<file path="src/sgf_tok_pkg.sv">
// shared types, character codes and sizes for the sgf stream tokenizer
package sgf_tok_pkg;

  // sizes
  localparam int POSITION_BITS_DEF = 16;
  localparam int TOKEN_BITS        = 16;
  localparam int QUEUE_DEPTH       = 4;

  // characters the lexer reacts to
  localparam logic [7:0] CH_LPAREN = 8'h28;
  localparam logic [7:0] CH_RPAREN = 8'h29;
  localparam logic [7:0] CH_SEMI   = 8'h3B;
  localparam logic [7:0] CH_LBRACK = 8'h5B;
  localparam logic [7:0] CH_RBRACK = 8'h5D;
  localparam logic [7:0] CH_BSLASH = 8'h5C;
  localparam logic [7:0] CH_SPACE  = 8'h20;
  localparam logic [7:0] CH_TAB    = 8'h09;
  localparam logic [7:0] CH_CR     = 8'h0D;
  localparam logic [7:0] CH_UPPER_A = 8'h41;
  localparam logic [7:0] CH_UPPER_Z = 8'h5A;

  // lexing mode
  typedef enum logic [1:0] {
    MODE_NORMAL = 2'd0,
    MODE_PROP   = 2'd1,
    MODE_VALUE  = 2'd2,
    MODE_ESC    = 2'd3
  } lex_mode_t;

  // token kinds
  typedef enum logic [2:0] {
    KIND_OPEN  = 3'd0,
    KIND_CLOSE = 3'd1,
    KIND_SEMI  = 3'd2,
    KIND_PROP  = 3'd3,
    KIND_VALUE = 3'd4,
    KIND_ERROR = 3'd5
  } tok_kind_t;

  // one queued token
  typedef struct packed {
    tok_kind_t              kind;
    logic [TOKEN_BITS-1:0]  start;
    logic [TOKEN_BITS-1:0]  length;
    logic                   last;
  } token_t;

endpackage

</file>
<file path="src/sgf_tok_in_if.sv">
// text byte channel: valid/ready with one byte and an end-of-text flag
interface sgf_tok_in_if import sgf_tok_pkg::*; ();
  logic       valid;
  logic       ready;
  logic [7:0] text_byte;
  logic       end_of_input;

  modport source (output valid, output text_byte, output end_of_input, input ready);
  modport sink   (input valid, input text_byte, input end_of_input, output ready);
endinterface

</file>
<file path="src/sgf_tok_out_if.sv">
// token channel: valid/ready with kind, start offset, length and last flag
interface sgf_tok_out_if import sgf_tok_pkg::*; ();
  logic                  valid;
  logic                  ready;
  tok_kind_t             token_kind;
  logic [TOKEN_BITS-1:0] token_start;
  logic [TOKEN_BITS-1:0] token_length;
  logic                  last_of_run;

  modport source (output valid, output token_kind, output token_start,
                  output token_length, output last_of_run, input ready);
  modport sink   (input valid, input token_kind, input token_start,
                  input token_length, input last_of_run, output ready);
endinterface

</file>
<file path="src/sgf_stream_tokenizer.sv">
// Streaming SGF lexer. One text byte is taken per request and lexed in the cycle it is
// accepted; the zero, one or two tokens it causes go into a four-entry token queue that
// drives the output channel from registers. A byte is accepted whenever at least two queue
// entries are free, so with the token side ready the block takes one byte every cycle; the
// sustained rate is bound by the output side, which drains one token per cycle, so a byte
// that closes a property and also emits its own token puts two tokens in the queue. Tokens
// carry a start offset and a length (saturating at 65535); positions count in POSITION_BITS
// and saturate. After a byte flagged end_of_input, all lexer state returns to reset and the
// next byte starts a new text at offset zero. No clearing time is needed after reset.
module sgf_stream_tokenizer import sgf_tok_pkg::*; #(
  parameter int POSITION_BITS = POSITION_BITS_DEF
) (
  input  logic          clk,
  input  logic          rst,
  sgf_tok_in_if.sink    text,
  sgf_tok_out_if.source tokens
);

  localparam int PW         = POSITION_BITS;
  localparam int QPTR_BITS  = $clog2(QUEUE_DEPTH);
  localparam int CNT_BITS   = QPTR_BITS + 1;
  localparam logic [PW-1:0] POS_MAX = {PW{1'b1}};
  localparam logic [TOKEN_BITS-1:0] TOKEN_MAX = {TOKEN_BITS{1'b1}};

  // saturate a position-wide value to the token field width
  function automatic logic [TOKEN_BITS-1:0] sat_tok(input logic [PW-1:0] v);
    logic [TOKEN_BITS-1:0] r;
    if (v > PW'(TOKEN_MAX)) begin
      r = TOKEN_MAX;
    end else begin
      r = TOKEN_BITS'(v);
    end
    return r;
  endfunction

  function automatic token_t mk_tok(input tok_kind_t k, input logic [PW-1:0] s,
                                    input logic [PW-1:0] l);
    token_t t;
    t.kind   = k;
    t.start  = sat_tok(s);
    t.length = sat_tok(l);
    t.last   = 1'b0;
    return t;
  endfunction

  // lexer state
  lex_mode_t     lex_mode, lex_mode_next;
  logic [PW-1:0] byte_position, byte_position_next;
  logic [PW-1:0] open_token_start, open_token_start_next;

  // token queue
  token_t               queue [QUEUE_DEPTH];
  logic [QPTR_BITS-1:0] wr_ptr, rd_ptr;
  logic [CNT_BITS-1:0]  count, count_next;

  logic in_take, out_take;

  // byte classification
  logic [7:0] c;
  logic       eoi, is_space, is_upper;
  logic       nb_tok_valid;
  tok_kind_t  nb_kind;

  assign c        = text.text_byte;
  assign eoi      = text.end_of_input;
  assign is_space = (c == CH_SPACE) || (c >= CH_TAB && c <= CH_CR);
  assign is_upper = (c >= CH_UPPER_A) && (c <= CH_UPPER_Z);

  // token for a byte seen in normal mode
  always_comb begin
    nb_tok_valid = 1'b1;
    nb_kind      = KIND_ERROR;
    if (is_space || is_upper || c == CH_LBRACK) begin
      nb_tok_valid = 1'b0;
    end else if (c == CH_LPAREN) begin
      nb_kind = KIND_OPEN;
    end else if (c == CH_RPAREN) begin
      nb_kind = KIND_CLOSE;
    end else if (c == CH_SEMI) begin
      nb_kind = KIND_SEMI;
    end
  end

  // per-byte lexing: up to three candidate tokens, at most two valid
  logic [PW-1:0] pos, next_pos;
  lex_mode_t     mode_after;
  logic [PW-1:0] ots_after;
  logic          run_normal;
  logic          c0v, c1v, c2v;
  token_t        c0, c1, c2;

  assign pos      = byte_position;
  assign next_pos = (pos != POS_MAX) ? pos + PW'(1) : pos;

  always_comb begin
    mode_after = lex_mode;
    ots_after  = open_token_start;
    run_normal = 1'b0;
    c0v = 1'b0;
    c1v = 1'b0;
    c2v = 1'b0;
    c0  = mk_tok(KIND_PROP, open_token_start, pos - open_token_start);
    c1  = mk_tok(nb_kind, pos, PW'(1));
    c2  = mk_tok(KIND_VALUE, open_token_start, pos - open_token_start);

    case (lex_mode)
      MODE_PROP: begin
        if (!is_upper) begin
          c0v        = 1'b1;
          mode_after = MODE_NORMAL;
          run_normal = 1'b1;
        end
      end
      MODE_VALUE: begin
        if (c == CH_RBRACK) begin
          c0v        = 1'b1;
          c0.kind    = KIND_VALUE;
          mode_after = MODE_NORMAL;
        end else if (c == CH_BSLASH && !eoi) begin
          mode_after = MODE_ESC;
        end
      end
      MODE_ESC: begin
        mode_after = MODE_VALUE;
      end
      default: begin
        mode_after = MODE_NORMAL;
        run_normal = 1'b1;
      end
    endcase

    // normal-mode handling, possibly after a property closed
    if (run_normal) begin
      c1v = nb_tok_valid;
      if (is_upper) begin
        mode_after = MODE_PROP;
        ots_after  = pos;
      end else if (c == CH_LBRACK) begin
        mode_after = MODE_VALUE;
        ots_after  = next_pos;
      end
    end

    // end of text flushes an open property or value
    if (eoi) begin
      if (mode_after == MODE_PROP) begin
        c2v = 1'b1;
        c2  = mk_tok(KIND_PROP, ots_after, next_pos - ots_after);
      end else if (mode_after == MODE_VALUE || mode_after == MODE_ESC) begin
        c2v = 1'b1;
        c2  = mk_tok(KIND_VALUE, ots_after, next_pos - ots_after);
      end
    end

    // state update
    if (eoi) begin
      lex_mode_next         = MODE_NORMAL;
      byte_position_next    = '0;
      open_token_start_next = '0;
    end else begin
      lex_mode_next         = mode_after;
      byte_position_next    = next_pos;
      open_token_start_next = ots_after;
    end
  end

  // pack the valid candidates into two write slots
  token_t     o0, o1;
  logic [1:0] push_n;

  always_comb begin
    push_n = 2'(c0v) + 2'(c1v) + 2'(c2v);
    o0 = c0v ? c0 : (c1v ? c1 : c2);
    o1 = c0v ? (c1v ? c1 : c2) : c2;
    o0.last = (push_n == 2'd1);
    o1.last = 1'b1;
  end

  // handshakes
  assign text.ready = (count <= CNT_BITS'(QUEUE_DEPTH - 2));
  assign in_take    = text.valid && text.ready;
  assign out_take   = tokens.valid && tokens.ready;

  always_comb begin
    count_next = count;
    if (in_take) begin
      count_next = count_next + CNT_BITS'(push_n);
    end
    if (out_take) begin
      count_next = count_next - CNT_BITS'(1);
    end
  end

  // lexer state registers
  always_ff @(posedge clk) begin
    if (rst) begin
      lex_mode         <= MODE_NORMAL;
      byte_position    <= '0;
      open_token_start <= '0;
    end else if (in_take) begin
      lex_mode         <= lex_mode_next;
      byte_position    <= byte_position_next;
      open_token_start <= open_token_start_next;
    end
  end

  // queue pointers and fill count
  always_ff @(posedge clk) begin
    if (rst) begin
      wr_ptr <= '0;
      rd_ptr <= '0;
      count  <= '0;
    end else begin
      count <= count_next;
      if (in_take) begin
        wr_ptr <= wr_ptr + QPTR_BITS'(push_n);
      end
      if (out_take) begin
        rd_ptr <= rd_ptr + QPTR_BITS'(1);
      end
    end
  end

  // queue entries
  always_ff @(posedge clk) begin
    if (in_take && push_n != 2'd0) begin
      queue[wr_ptr] <= o0;
    end
    if (in_take && push_n == 2'd2) begin
      queue[wr_ptr + QPTR_BITS'(1)] <= o1;
    end
  end

  // output channel from the queue head
  assign tokens.valid        = (count != '0);
  assign tokens.token_kind   = queue[rd_ptr].kind;
  assign tokens.token_start  = queue[rd_ptr].start;
  assign tokens.token_length = queue[rd_ptr].length;
  assign tokens.last_of_run  = queue[rd_ptr].last;

  // queue never overfills
  a_count_bound: assert property (@(posedge clk) disable iff (rst)
    count <= CNT_BITS'(QUEUE_DEPTH))
    else $error("token queue count above depth");

  // a request is only taken with room for two tokens
  a_room_on_take: assert property (@(posedge clk) disable iff (rst)
    in_take |-> (CNT_BITS'(QUEUE_DEPTH) - count) >= CNT_BITS'(2))
    else $error("request taken without room for two tokens");

  // end of text returns the lexer to its reset state
  a_eoi_resets: assert property (@(posedge clk) disable iff (rst)
    in_take && eoi |=> lex_mode == MODE_NORMAL && byte_position == '0
                       && open_token_start == '0)
    else $error("lexer state not cleared after end of text");

  // a two-token request marks only the second as last
  a_last_flag: assert property (@(posedge clk) disable iff (rst)
    in_take && push_n == 2'd2 |-> !o0.last && o1.last)
    else $error("last flag misplaced on two-token request");

endmodule
</file>
<file path="src/flat_wrapper.sv">
// flat-port wrapper written by rule: the top's interface ports become plain ports
module sgf_stream_tokenizer_flat import sgf_tok_pkg::*;
#(
  parameter int POSITION_BITS = POSITION_BITS_DEF
)
  (clk, rst, text_valid, text_text_byte, text_end_of_input, text_ready, tokens_valid, tokens_token_kind, tokens_token_start, tokens_token_length, tokens_last_of_run, tokens_ready);
  sgf_tok_in_if text_i ();
  sgf_tok_out_if tokens_i ();
  input  logic clk;
  input  logic rst;
  input wire logic [$bits(text_i.valid)-1:0] text_valid;
  input wire logic [$bits(text_i.text_byte)-1:0] text_text_byte;
  input wire logic [$bits(text_i.end_of_input)-1:0] text_end_of_input;
  output wire logic [$bits(text_i.ready)-1:0] text_ready;
  output wire logic [$bits(tokens_i.valid)-1:0] tokens_valid;
  output wire logic [$bits(tokens_i.token_kind)-1:0] tokens_token_kind;
  output wire logic [$bits(tokens_i.token_start)-1:0] tokens_token_start;
  output wire logic [$bits(tokens_i.token_length)-1:0] tokens_token_length;
  output wire logic [$bits(tokens_i.last_of_run)-1:0] tokens_last_of_run;
  input wire logic [$bits(tokens_i.ready)-1:0] tokens_ready;
  assign text_i.valid = text_valid;
  assign text_i.text_byte = text_text_byte;
  assign text_i.end_of_input = text_end_of_input;
  assign text_ready = text_i.ready;
  assign tokens_valid = tokens_i.valid;
  assign tokens_token_kind = tokens_i.token_kind;
  assign tokens_token_start = tokens_i.token_start;
  assign tokens_token_length = tokens_i.token_length;
  assign tokens_last_of_run = tokens_i.last_of_run;
  assign tokens_i.ready = tokens_ready;
  sgf_stream_tokenizer #(.POSITION_BITS(POSITION_BITS)) u_core (.clk(clk), .rst(rst), .text(text_i), .tokens(tokens_i));
endmodule
</file>
<file path="config.mk">
export PLATFORM = sky130hd
export DESIGN_NAME = sgf_stream_tokenizer_flat
export DESIGN_NICKNAME = d
export VERILOG_FILES = /design/src/sgf_tok_pkg.sv /design/src/sgf_tok_in_if.sv /design/src/sgf_tok_out_if.sv /design/src/sgf_stream_tokenizer.sv /design/src/flat_wrapper.sv
export SDC_FILE = /design/constraint.sdc
export NUM_CORES = 1
export LEC_CHECK = 0
export BUFFER_PORTS_ARGS = -buffer_cell sky130_fd_sc_hd__buf_2
export CAP_MARGIN = 30
export CORE_ASPECT_RATIO = 1.2
export CORE_UTILIZATION = 63
export DETAILED_ROUTE_END_ITERATION = 8
export GPL_ROUTABILITY_DRIVEN = 0
export HOLD_SLACK_MARGIN = 0.05
export PLACE_DENSITY = 0.84
export SYNTH_ARGS = -nofsm -noshare
export SYNTH_HDL_FRONTEND = slang
export SYNTH_SLANG_ARGS = --single-unit
</file>
<file path="constraint.sdc">
create_clock -name clk -period 8.65 [get_ports clk]
set_clock_uncertainty 0.2 [all_clocks]
set_input_delay 2.595 -clock clk [delete_from_list [all_inputs] [get_ports clk]]
set_output_delay 2.595 -clock clk [all_outputs]
set_load 0.01 [all_outputs]
</file>
**After elaboration in Yosys (flattened, before gate mapping)**

Memory sizes are Yosys's and may differ from the RTL's. A register that Yosys moved wholly into a read port is not among the register bits.
Index checks and enable logic that the tools add are counted.

- Register bits after elaboration: 41
- Memory bits (writable): 144
- Input bits: 13
- Output and inout port bits: 38
- Word-level logic and storage cells: 106
- Memories: 1

- Add/sub/neg operators: 10
- Order comparisons: 10
- Equality and inequality tests: 16
- Multiplexer cells: 48
- Reductions and logical operators: 15

Memories:

| memory | words | bits a word | rd ports | clocked after Yosys merged registers in | wr ports | RTL line | RTL |
|---|---|---|---|---|---|---|---|
| u_core.queue | 4 | 36 | 1 | 1 | 2 | sgf_stream_tokenizer.sv:52 | `token_t queue [QUEUE_DEPTH];` |

Operator list:

| operator | number |
|---|---|
| 36-bit two-way mux | 5 |
| 16-bit two-way mux | 11 |
| 16-bit greater-than comparator (second input constant) | 5 |
| 33-bit two-way mux | 1 |
| 8-bit by 6-bit equality test with 1-bit output (second input constant) | 4 |
| 16-bit subtractor | 2 |
| 8-bit by 7-bit equality test with 1-bit output (second input constant) | 3 |
| 3-bit two-way mux | 8 |
| 2-bit two-way mux | 9 |
| 16-bit by 1-bit adder with 16-bit output (second input constant) | 1 |
| 16-bit != test (second input constant) | 1 |
| 1-bit two-way mux | 11 |
| 2-bit equality test (second input constant) | 5 |
| 8-bit by 4-bit greater-or-equal comparator with 1-bit output (second input constant) | 1 |
| 8-bit by 7-bit greater-or-equal comparator with 1-bit output (second input constant) | 1 |
| 8-bit by 4-bit <= comparator with 1-bit output (second input constant) | 1 |
| 8-bit by 7-bit <= comparator with 1-bit output (second input constant) | 1 |
| 1-bit logical AND | 7 |
| 2-bit by 1-bit equality test with 1-bit output (second input constant) | 3 |
| 2-bit one-hot mux with 3 select lines | 1 |
| 2-bit by 1-bit adder with 2-bit output (second input constant) | 2 |
| 1-bit logical OR | 4 |
| 1-bit one-hot mux with 2 select lines | 2 |
| 3-bit by 2-bit adder with 3-bit output | 1 |
| 9 further kinds | 9 |

**Longest topological paths before layout**

Gate-level depths: netlist of run 1.

- Word-level depth: 18
- Mapped depth: 21

**Least setup slack after synthesis of run 1**

Ideal clock, no wire load.

- Path kind: input -> register
- From: input text_text_byte[0]
- To: memory u_core.queue[2][11] (netlist name) (data pin)
- Setup time: 271 ps
- Arrival: 7002 ps
- Setup slack: 1177 ps
- Stages: 19
- Path buffers: 5
- Path through: buf_6 > or3_4 > o221ai_4 > buf_4 > nor2_1 > o31ai_1 > nand2_1 > o21ai_1 > inv_2 > buf_2 > buf_2 > fa_1 > clkbuf_1 > o21ai_1 > nand2_1 > nand2_1 > o21ai_0 > a21oi_1 > o22ai_1

RTL lines:

| item | RTL line | RTL |
|---|---|---|
| from (decl) | flat_wrapper.sv:12 | `input wire logic [$bits(text_i.text_byte)-1:0] text_text_byte;` |
| to (decl) | sgf_stream_tokenizer.sv:52 |  |

==> impl_metrics.xml, run 1 <==
<?xml version="1.0" encoding="UTF-8"?>
<metrics>
  <group name="min_path">
    <metric name="timing.hold.worst.class" unit="">register to register</metric>
    <metric name="hp-start" unit="">u_core.rd_ptr[1]</metric>
    <metric name="whs_path_depth" unit="">2</metric>
    <metric name="worstHoldEndpoint" unit="">u_core.rd_ptr[1]</metric>
  </group>
  <group name="setup_path">
    <metric name="worst_setup_path_end_kind" unit="">register</metric>
    <metric name="critical_path.reg2reg.endpoint" unit="">u_core.queue[0][14]</metric>
    <metric name="crit_arrival" unit="ns">7.31</metric>
    <metric name="launch_instance_of_the_worst_register_to_register_path" unit="">u_core.byte_position[1]</metric>
    <metric name="worst-setup-path-type" unit="">input pin to register</metric>
    <metric name="setup.worst_path.start_class" unit="">input pin</metric>
    <metric name="cp.required" unit="ns">8.61</metric>
    <metric name="reg2regPathDepth" unit="">20</metric>
    <metric name="rrSetupSlack" unit="ns">2.07</metric>
    <metric name="critPathMaxFanout" unit="">22</metric>
  </group>
  <group name="die">
    <metric name="fp.coreArea" unit="sq um">18920</metric>
    <metric name="boundaryPins" unit="">51</metric>
    <metric name="fp-row-count" unit="">55</metric>
    <metric name="horiz_die_dim" unit="um">128.9</metric>
    <metric name="initial_utilization" unit="">0.6432</metric>
    <metric name="die_area" unit="sq um">19880</metric>
    <metric name="die_height" unit="um">154.3</metric>
  </group>
  <group name="yosys">
    <metric name="syn-num-nets" unit="">1290</metric>
    <metric name="post_synth.cell_area_avg" unit="sq um">9.848</metric>
    <metric name="synth.area.top_cells" unit="">sky130_fd_sc_hd__edfxtp_1 35%, sky130_fd_sc_hd__o22ai_1 8.3%, sky130_fd_sc_hd__dfxtp_1 7.7%, sky130_fd_sc_hd__mux4_2 6.7%, sky130_fd_sc_hd__nor2_1 3.8%</metric>
    <metric name="yosys.area_share.xor_xnor" unit="">0.03721</metric>
    <metric name="synth_largest_area_cell" unit="">sky130_fd_sc_hd__edfxtp_1</metric>
    <metric name="postSynthRegisterBits" unit="">187</metric>
    <metric name="synth_cell_type_count" unit="">83</metric>
    <metric name="syn-instance-count" unit="">1236</metric>
    <metric name="synth_enable_flop_cells" unit="">140</metric>
    <metric name="post-synth-top-area-fraction" unit="">0.3454</metric>
    <metric name="synth.area.mux_share" unit="">0.07597</metric>
    <metric name="synth_ff_type" unit="">sky130_fd_sc_hd__edfxtp_1</metric>
    <metric name="yosys.cell_count.top_type" unit="">sky130_fd_sc_hd__o22ai_1</metric>
    <metric name="synth.cells.most_frequent" unit="">161 x sky130_fd_sc_hd__o22ai_1, 140 x sky130_fd_sc_hd__edfxtp_1, 124 x sky130_fd_sc_hd__nor2_1</metric>
    <metric name="synthArstFlopShare" unit="">0</metric>
    <metric name="simple_gate_share_of_the_synthesized_area" unit="">0.1239</metric>
    <metric name="synth_fa_ha_area_frac" unit="">0.04461</metric>
    <metric name="area_fraction_in_compound_gates_after_synthesis" unit="">0.2515</metric>
    <metric name="synth.cell_area" unit="sq um">12170</metric>
    <metric name="synth_warnings" unit="">0</metric>
    <metric name="synth_top_family_by_area" unit="">compound AO/OA/AOI/OAI gates</metric>
    <metric name="synth-seq-area-share" unit="">0.4227</metric>
  </group>
  <group name="sta">
    <metric name="maxSlewViolCount" unit="">0</metric>
    <metric name="timing_worst_slew_pin_value" unit="ns">1.108</metric>
    <metric name="grt_setup_unrepaired" unit="">no</metric>
    <metric name="report.final.hold_viol_count" unit="">0</metric>
    <metric name="fmax" unit="GHz">0.1361</metric>
    <metric name="period_share" unit="">0.8496</metric>
    <metric name="layout_min_cycle_time" unit="ns">7.349</metric>
    <metric name="finalSetupViolations" unit="">0</metric>
    <metric name="slew_headroom" unit="">0.2509</metric>
    <metric name="fin_tns_setup" unit="ns">0</metric>
  </group>
  <group name="drt">
    <metric name="final_antenna_violating_net_count" unit="">0</metric>
    <metric name="initialDrtViolationCount" unit="">1762</metric>
    <metric name="wl" unit="mm">35.85</metric>
    <metric name="via_count" unit="">11092</metric>
    <metric name="drt-vias-per-instance" unit="">7.370</metric>
    <metric name="drt_pre_antenna_iters" unit="">7</metric>
    <metric name="drc_violations_left" unit="">0</metric>
    <metric name="wl_per_cell" unit="um">23.82</metric>
  </group>
  <group name="grt">
    <metric name="largest_net_degree_at_the_start_of_global_routing" unit="">50</metric>
    <metric name="globalRouteMet1Util" unit="">0.4771</metric>
    <metric name="top_usage_layer" unit="">met2</metric>
    <metric name="grt_antenna_before_repair" unit="">0</metric>
    <metric name="global_route_wire_length_before_repair" unit="mm">56.59</metric>
    <metric name="grtUsageMet3" unit="">0.07990</metric>
    <metric name="grt.total_usage" unit="">0.3712</metric>
    <metric name="grt.met2_usage" unit="">0.6005</metric>
    <metric name="grt_overflow" unit="">0</metric>
    <metric name="first_global_vias" unit="">10365</metric>
  </group>
  <group name="clock_tree">
    <metric name="tritoncts_clock_tree" unit="">built</metric>
    <metric name="cts_hold_repair.buffers" unit="">0</metric>
    <metric name="number_of_h_tree_levels" unit="">4</metric>
    <metric name="post_cts_gate_resize_count" unit="">0</metric>
    <metric name="post-cts-setup-buffer-count" unit="">0</metric>
    <metric name="numCtsBuffers" unit="">17</metric>
    <metric name="clock_insertion_delay_worst_skew" unit="ns">0.44</metric>
    <metric name="root_buffer" unit="">sky130_fd_sc_hd__clkbuf_16</metric>
    <metric name="cts_max_path_buffers" unit="">2</metric>
    <metric name="cts_num_sinks" unit="">187</metric>
    <metric name="path_clk_slew" unit="ns">0.07</metric>
  </group>
  <group name="pwr">
    <metric name="power_dens_cells" unit="nW/um^2">215.3</metric>
    <metric name="total_switching_power" unit="mW">0.9772</metric>
    <metric name="p_int" unit="mW">1.858</metric>
    <metric name="seq_power_share" unit="">0.396</metric>
    <metric name="power_switching_share" unit="">0.3446</metric>
    <metric name="leak" unit="nW">4.431</metric>
    <metric name="power.share.clock" unit="">0.283</metric>
    <metric name="p_total" unit="mW">2.835</metric>
    <metric name="vdd.ir_drop.worst" unit="uV">153.8</metric>
    <metric name="power_frac_comb" unit="">0.321</metric>
  </group>
  <group name="run">
    <metric name="cap_violations" unit="">0</metric>
  </group>
  <group name="final_layout">
    <metric name="final.fill_count" unit="">1336</metric>
    <metric name="layout-drive-gt1-share" unit="">0.1545</metric>
    <metric name="antenna_cells_inserted" unit="">0</metric>
    <metric name="area_delta_synth_final" unit="%">8.203</metric>
    <metric name="final_net_count" unit="">1290</metric>
  </group>
  <group name="place">
    <metric name="buffer_ports.inserted" unit="">50</metric>
    <metric name="place_hpwl" unit="mm">24.42</metric>
  </group>
  <group name="status">
    <metric name="outcome" unit="">finished, final reports clean</metric>
  </group>
</metrics>
per-stage QoR:
| step | setup slack, ns | cells | hold WS, ns | utilization | area, sq um |
|---|---|---|---|---|---|
| final | 1.301 | 1505 | 0.3446 | 0.6959 | 13170 |
| after global routing | 1.049 | 1505 | 0.3812 | 0.6959 | 13170 |
| after CTS | 1.498 | 1505 | 0.3512 | 0.6959 | 13170 |
| after detailed placement | 1.060 | 1473 | 0.3350 | 0.6643 | 12570 |
| after global placement | 1.199 | 1470 | 0.3185 | 0.6629 | 12550 |
| after floorplan | 1.177 | 1236 | 0.2816 | - | 12170 |
critical path, stage by stage:
cell and delay (ns):
sky130_fd_sc_hd__buf_2 0.16, sky130_fd_sc_hd__or3_4 0.44, sky130_fd_sc_hd__o221ai_4 0.58, sky130_fd_sc_hd__a21o_1 0.46
sky130_fd_sc_hd__nand2_1 0.09, sky130_fd_sc_hd__o21ai_0 0.23, sky130_fd_sc_hd__ha_1 0.33, sky130_fd_sc_hd__nor2b_1 0.15
sky130_fd_sc_hd__o21ai_0 0.13, sky130_fd_sc_hd__o21ai_0 0.14, sky130_fd_sc_hd__o31a_1 0.26, sky130_fd_sc_hd__o21a_1 0.17
sky130_fd_sc_hd__a31oi_2 0.28, sky130_fd_sc_hd__o211ai_2 0.19, sky130_fd_sc_hd__a31oi_1 0.25, sky130_fd_sc_hd__xor2_1 0.49
sky130_fd_sc_hd__mux2_2 0.26, sky130_fd_sc_hd__o32ai_1 0.08
power groups by stage:
| stage | combinational [mW] | sequential (mW) | clock [mW] |
|---|---|---|---|
| CTS | 0.904 | 1.12 | 0.796 |
| global placement | 0.869 | 1.13 | 0 |
| global route | 0.983 | 1.13 | 0.828 |
| detailed placement | 0.898 | 1.14 | 0 |
| floorplan | 0.638 | 1.12 | 0 |
| finish | 0.911 | 1.12 | 0.801 |
state kept, by name (all words and copies together), names as in the netlist, named ones only:
signal                   cells
u_core.byte_position        16
u_core.count                 3
u_core.lex_mode              2
u_core.open_token_start     16
u_core.queue               144
u_core.rd_ptr                2
u_core.wr_ptr                2
final cells by class:
class,instances,area [sq um],share of cell area
Clock buffer,18,429.2,0.03259
Clock inverter,14,168.9,0.01283
Inverter,38,142.6,0.01083
Multi-Input combinational cell,917,6509,0.4942
Sequential cell,187,5146,0.3907
Tap cell,256,320.3,0.02432
Timing Repair Buffer,75,454.2,0.03449
how the worst max path moves through the flow:
stage	from	to	slack (ns)	depth (start not counted)
floorplan	text_text_byte[0]	u_core.queue[2][11]	1.18	19
global placement	text_text_byte[1]	u_core.queue[0][14]	1.20	18
detailed placement	text_text_byte[1]	u_core.queue[0][32]	1.06	14
CTS	text_text_byte[1]	u_core.queue[0][32]	1.50	14
global route	text_text_byte[1]	u_core.queue[0][14]	1.05	18
finish	text_text_byte[1]	u_core.queue[0][14]	1.30	18
cell families (layout without fill, tap and decap cells):
group	count (synthesis)	in the layout
AO/OA/AOI/OAI	462	462
XOR/XNOR	50	50
AND/OR/NAND/NOR	317	317
flip-flops	187	187
buffers and inverters	132	145
multiplexers	47	47
adder cells (fa/ha/maj)	41	41
cells in the final DEF (no fill, tap or decap), drive strengths merged, types with 7 or more instances in the layout:
master	synthesis	final
a31oi	16	16
nand2	86	86
nor3	18	18
buf	32	75
edfxtp	140	140
dfxtp	47	47
nor2b	9	9
clkbuf	62	18
nand4	8	8
mux4	36	36
o22a	7	7
ha	37	37
and2	7	7
a21o	13	13
a21oi	87	87
nor2	126	126
o21ai	75	75
or3	8	8
and3	11	11
o21bai	8	8
inv	37	44
o22ai	171	171
a22oi	24	24
clkinv	1	7
xnor2	26	26
xor2	24	24
mux2i	8	8
nand3	16	16
o211ai	19	19
nand2b	10	10
metal layers:
metal / vias to the layer above / routed length [um]
met5: - / 0
met4: 0 / 1738
met3: 182 / 4166
met2: 880 / 17130
met1: 5246 / 12820
li1: 4784 / -
No activity file was read; power rests on OpenSTA's default activity.
==> inputs of run 2 (changes only) <==
Settings changed: CORE_UTILIZATION 63 to 57, PLACE_DENSITY 0.84 to 0.8.
Clock period 8.65 ns to 6 ns, I/O delays scaled along.
==> run 2 against run 1 <==
Against the previous run:
- register-to-register slack got worse by 1.4 ns
- power rose by 46%
- clock-buffer cell count decreased by 1
- clock power increased by 49%
- via count fell by 0.98%
- utilization decreased by 5.0 points
- die area grew 10%
- cell count grew 3.5%
- setup slack worse by 0.92 ns
- global-route usage fell by 4.0 points
- design area rose by 2.9%
- critical path type unchanged
- critical endpoint is now u_core.queue[3][10]
- highest routed layer unchanged
==> impl_metrics.xml, run 2 (synthesized netlist as in run 1, its figures left out) <==
<?xml version="1.0" encoding="UTF-8"?>
<metrics>
  <group name="status">
    <metric name="outcome" unit="">finished, final reports clean</metric>
  </group>
  <group name="final_layout">
    <metric name="commonest_non_fill_non_tap_cell_in_the_layout" unit="">sky130_fd_sc_hd__o22ai_1</metric>
    <metric name="antenna_cells_inserted" unit="">0</metric>
    <metric name="regArea" unit="sq um">5146</metric>
    <metric name="final.fill_count" unit="">1607</metric>
    <metric name="reg.largest.list" unit="">u_core.queue x144, u_core.byte_position x16, u_core.open_token_start x16</metric>
    <metric name="final_net_count" unit="">1329</metric>
    <metric name="multi_input_area" unit="sq um">6556</metric>
    <metric name="largest_register" unit="">u_core.queue</metric>
    <metric name="mostFrequentLayoutCells" unit="">161 x sky130_fd_sc_hd__o22ai_1, 140 x sky130_fd_sc_hd__edfxtp_1, 124 x sky130_fd_sc_hd__nor2_1</metric>
    <metric name="largest_reg_flops" unit="">144</metric>
    <metric name="area_delta_synth_final" unit="%">11.30</metric>
    <metric name="layout-drive-gt1-share" unit="">0.1840</metric>
  </group>
  <group name="drt">
    <metric name="drt_pre_antenna_iters" unit="">8</metric>
    <metric name="initialDrtViolationCount" unit="">1536</metric>
    <metric name="wl_per_cell" unit="um">22.82</metric>
    <metric name="drt-vias-per-instance" unit="">7.049</metric>
    <metric name="via_count" unit="">10983</metric>
    <metric name="drc_violations_left" unit="">0</metric>
    <metric name="final_antenna_violating_net_count" unit="">0</metric>
    <metric name="wl" unit="mm">35.55</metric>
  </group>
  <group name="clock_tree">
    <metric name="numCtsBuffers" unit="">17</metric>
    <metric name="cts_num_sinks" unit="">187</metric>
    <metric name="number_of_h_tree_levels" unit="">4</metric>
    <metric name="path_clk_slew" unit="ns">0.07</metric>
    <metric name="cts_max_path_buffers" unit="">2</metric>
    <metric name="post-cts-setup-buffer-count" unit="">0</metric>
    <metric name="post_cts_gate_resize_count" unit="">0</metric>
    <metric name="cts_hold_repair.buffers" unit="">0</metric>
    <metric name="root_buffer" unit="">sky130_fd_sc_hd__clkbuf_16</metric>
    <metric name="clock_insertion_delay_worst_skew" unit="ns">0.45</metric>
    <metric name="tritoncts_clock_tree" unit="">built</metric>
  </group>
  <group name="place">
    <metric name="place_hpwl" unit="mm">24.71</metric>
    <metric name="buffer_ports.inserted" unit="">50</metric>
  </group>
  <group name="setup_path">
    <metric name="setup.worst_path.start_class" unit="">input pin</metric>
    <metric name="crit_top_cell" unit="">sky130_fd_sc_hd__o21ai_0</metric>
    <metric name="critPathMaxFanout" unit="">10</metric>
    <metric name="cp_cell_sequence" unit="">buf_2, or3_4, o221ai_4, buf_4, a21oi_1, a31oi_1, o22a_1, ha_1, nor2b_1, o21ai_0, o21ai_0, o31a_1, o21a_1, a311oi_1, o21ai_0, xnor2_1, o21ai_0, a22oi_1, o22ai_1</metric>
    <metric name="crit_path_max_incr_delay" unit="ns">0.43</metric>
    <metric name="critPathSlowestCell" unit="">sky130_fd_sc_hd__or3_4</metric>
    <metric name="worst-setup-path-type" unit="">input pin to register</metric>
    <metric name="worst_setup_path_end_kind" unit="">register</metric>
    <metric name="cp.required" unit="ns">5.97</metric>
    <metric name="crit_arrival" unit="ns">5.59</metric>
  </group>
  <group name="die">
    <metric name="die_area" unit="sq um">21940</metric>
    <metric name="boundaryPins" unit="">51</metric>
    <metric name="horiz_die_dim" unit="um">135.4</metric>
    <metric name="initial_utilization" unit="">0.5804</metric>
    <metric name="die_height" unit="um">162.1</metric>
    <metric name="fp-row-count" unit="">58</metric>
    <metric name="fp.coreArea" unit="sq um">20970</metric>
  </group>
  <group name="sta">
    <metric name="period_share" unit="">0.9364</metric>
    <metric name="grt_setup_unrepaired" unit="">no</metric>
    <metric name="fmax" unit="GHz">0.1780</metric>
    <metric name="final.hold.worst_slack" unit="ns">0.3303</metric>
    <metric name="timing_worst_slew_pin_value" unit="ns">0.9902</metric>
    <metric name="layout_min_cycle_time" unit="ns">5.618</metric>
    <metric name="finalSetupViolations" unit="">0</metric>
    <metric name="slew_headroom" unit="">0.3306</metric>
    <metric name="report.final.hold_viol_count" unit="">0</metric>
    <metric name="maxSlewViolCount" unit="">0</metric>
  </group>
  <group name="pwr">
    <metric name="power_dens_cells" unit="nW/um^2">305.7</metric>
    <metric name="leak" unit="nW">4.626</metric>
    <metric name="vdd.ir_drop.worst" unit="uV">229.0</metric>
    <metric name="p_total" unit="mW">4.141</metric>
  </group>
  <group name="grt">
    <metric name="first_global_vias" unit="">10280</metric>
    <metric name="largest_net_degree_at_the_start_of_global_routing" unit="">50</metric>
    <metric name="global_route_wire_length_before_repair" unit="mm">55.74</metric>
    <metric name="grt_antenna_before_repair" unit="">0</metric>
    <metric name="grt.total_usage" unit="">0.3314</metric>
    <metric name="grt_overflow" unit="">0</metric>
  </group>
  <group name="min_path">
    <metric name="timing.hold.worst.class" unit="">register to register</metric>
  </group>
  <group name="run">
    <metric name="cap_violations" unit="">0</metric>
  </group>
</metrics>
==> run 2: changes by cell type in the layout (fill, tap and decap cells not counted), moves of 2 or more <==
cell                       before  now
sky130_fd_sc_hd__nand2_4        0    2
sky130_fd_sc_hd__buf_4         23   63
sky130_fd_sc_hd__nand2_8        0    2
sky130_fd_sc_hd__clkinv_4       5    3
sky130_fd_sc_hd__nand2_1       86   82
==> run 2: stage by stage <==
| step | instances | area [sq um] | setup TNS (ns) | utilization | setup WS [ns] |
|---|---|---|---|---|---|
| 5_1_grt | 1558 | 13550 | 0 | 0.6459 | 0.1065 |
| 4_1_cts | 1558 | 13550 | 0 | 0.6459 | 0.4629 |
| 6_report | 1558 | 13550 | 0 | 0.6459 | 0.3817 |
| 3_5_place_dp | 1526 | 12930 | 0 | 0.6163 | 0.01240 |
| 3_3_place_gp | 1526 | 12930 | 0 | 0.6163 | 0.1459 |
| 2_1_floorplan | 1236 | 12230 | -0.01195 | - | -0.002350 |
==> run 2: worst paths after layout <==
check,depth (start not counted),slack [ns],end,startpoint
max,19,0.38,u_core.queue[3][10],text_text_byte[0]
min,2,0.33,register,u_core.rd_ptr[1]
max reg2reg,20,0.66,u_core.queue[3][10],u_core.byte_position[1]
min reg2reg,2,0.33,register,u_core.rd_ptr[1]
==> run 2: critical path: cells and delay by family <==
| family | cells | cell delay [ns] |
|---|---|---|
| adders and majority gates | 1 | 0.19 |
| AOI/OAI and AO/OA | 13 | 2.52 |
| and+or+nand+nor | 2 | 0.49 |
| xor gates and xnor gates | 1 | 0.23 |
| buffers and inverters | 2 | 0.33 |
==> run 2: where the power goes <==
part           internal, mW  switching (mW)  total (mW)
registers              1.55           0.101        1.65
logic                 0.553           0.748        1.30
clock network         0.638           0.556        1.19
total                  2.74            1.40        4.14
==> run 2: layout make-up <==
class / count / share of cell area
inverter: 38 / 0.01053
sequential: 187 / 0.3799
tap: 270 / 0.02494
clock buffer: 17 / 0.03140
multi-input combinational: 917 / 0.4840
timing repair buffer: 114 / 0.05486
clock inverter: 15 / 0.01441
==> run 2: metal layers <==
| metal | global-route usage | wire length, um | vias to the layer above |
|---|---|---|---|
| li1 | - | - | 4860 |
| met1 | 0.4286 | 13440 | 5146 |
| met2 | 0.5359 | 16690 | 822 |
| met3 | 0.05899 | 3659 | 155 |
| met4 | 0.1609 | 1752 | 0 |
| met5 | 0 | 0 | - |
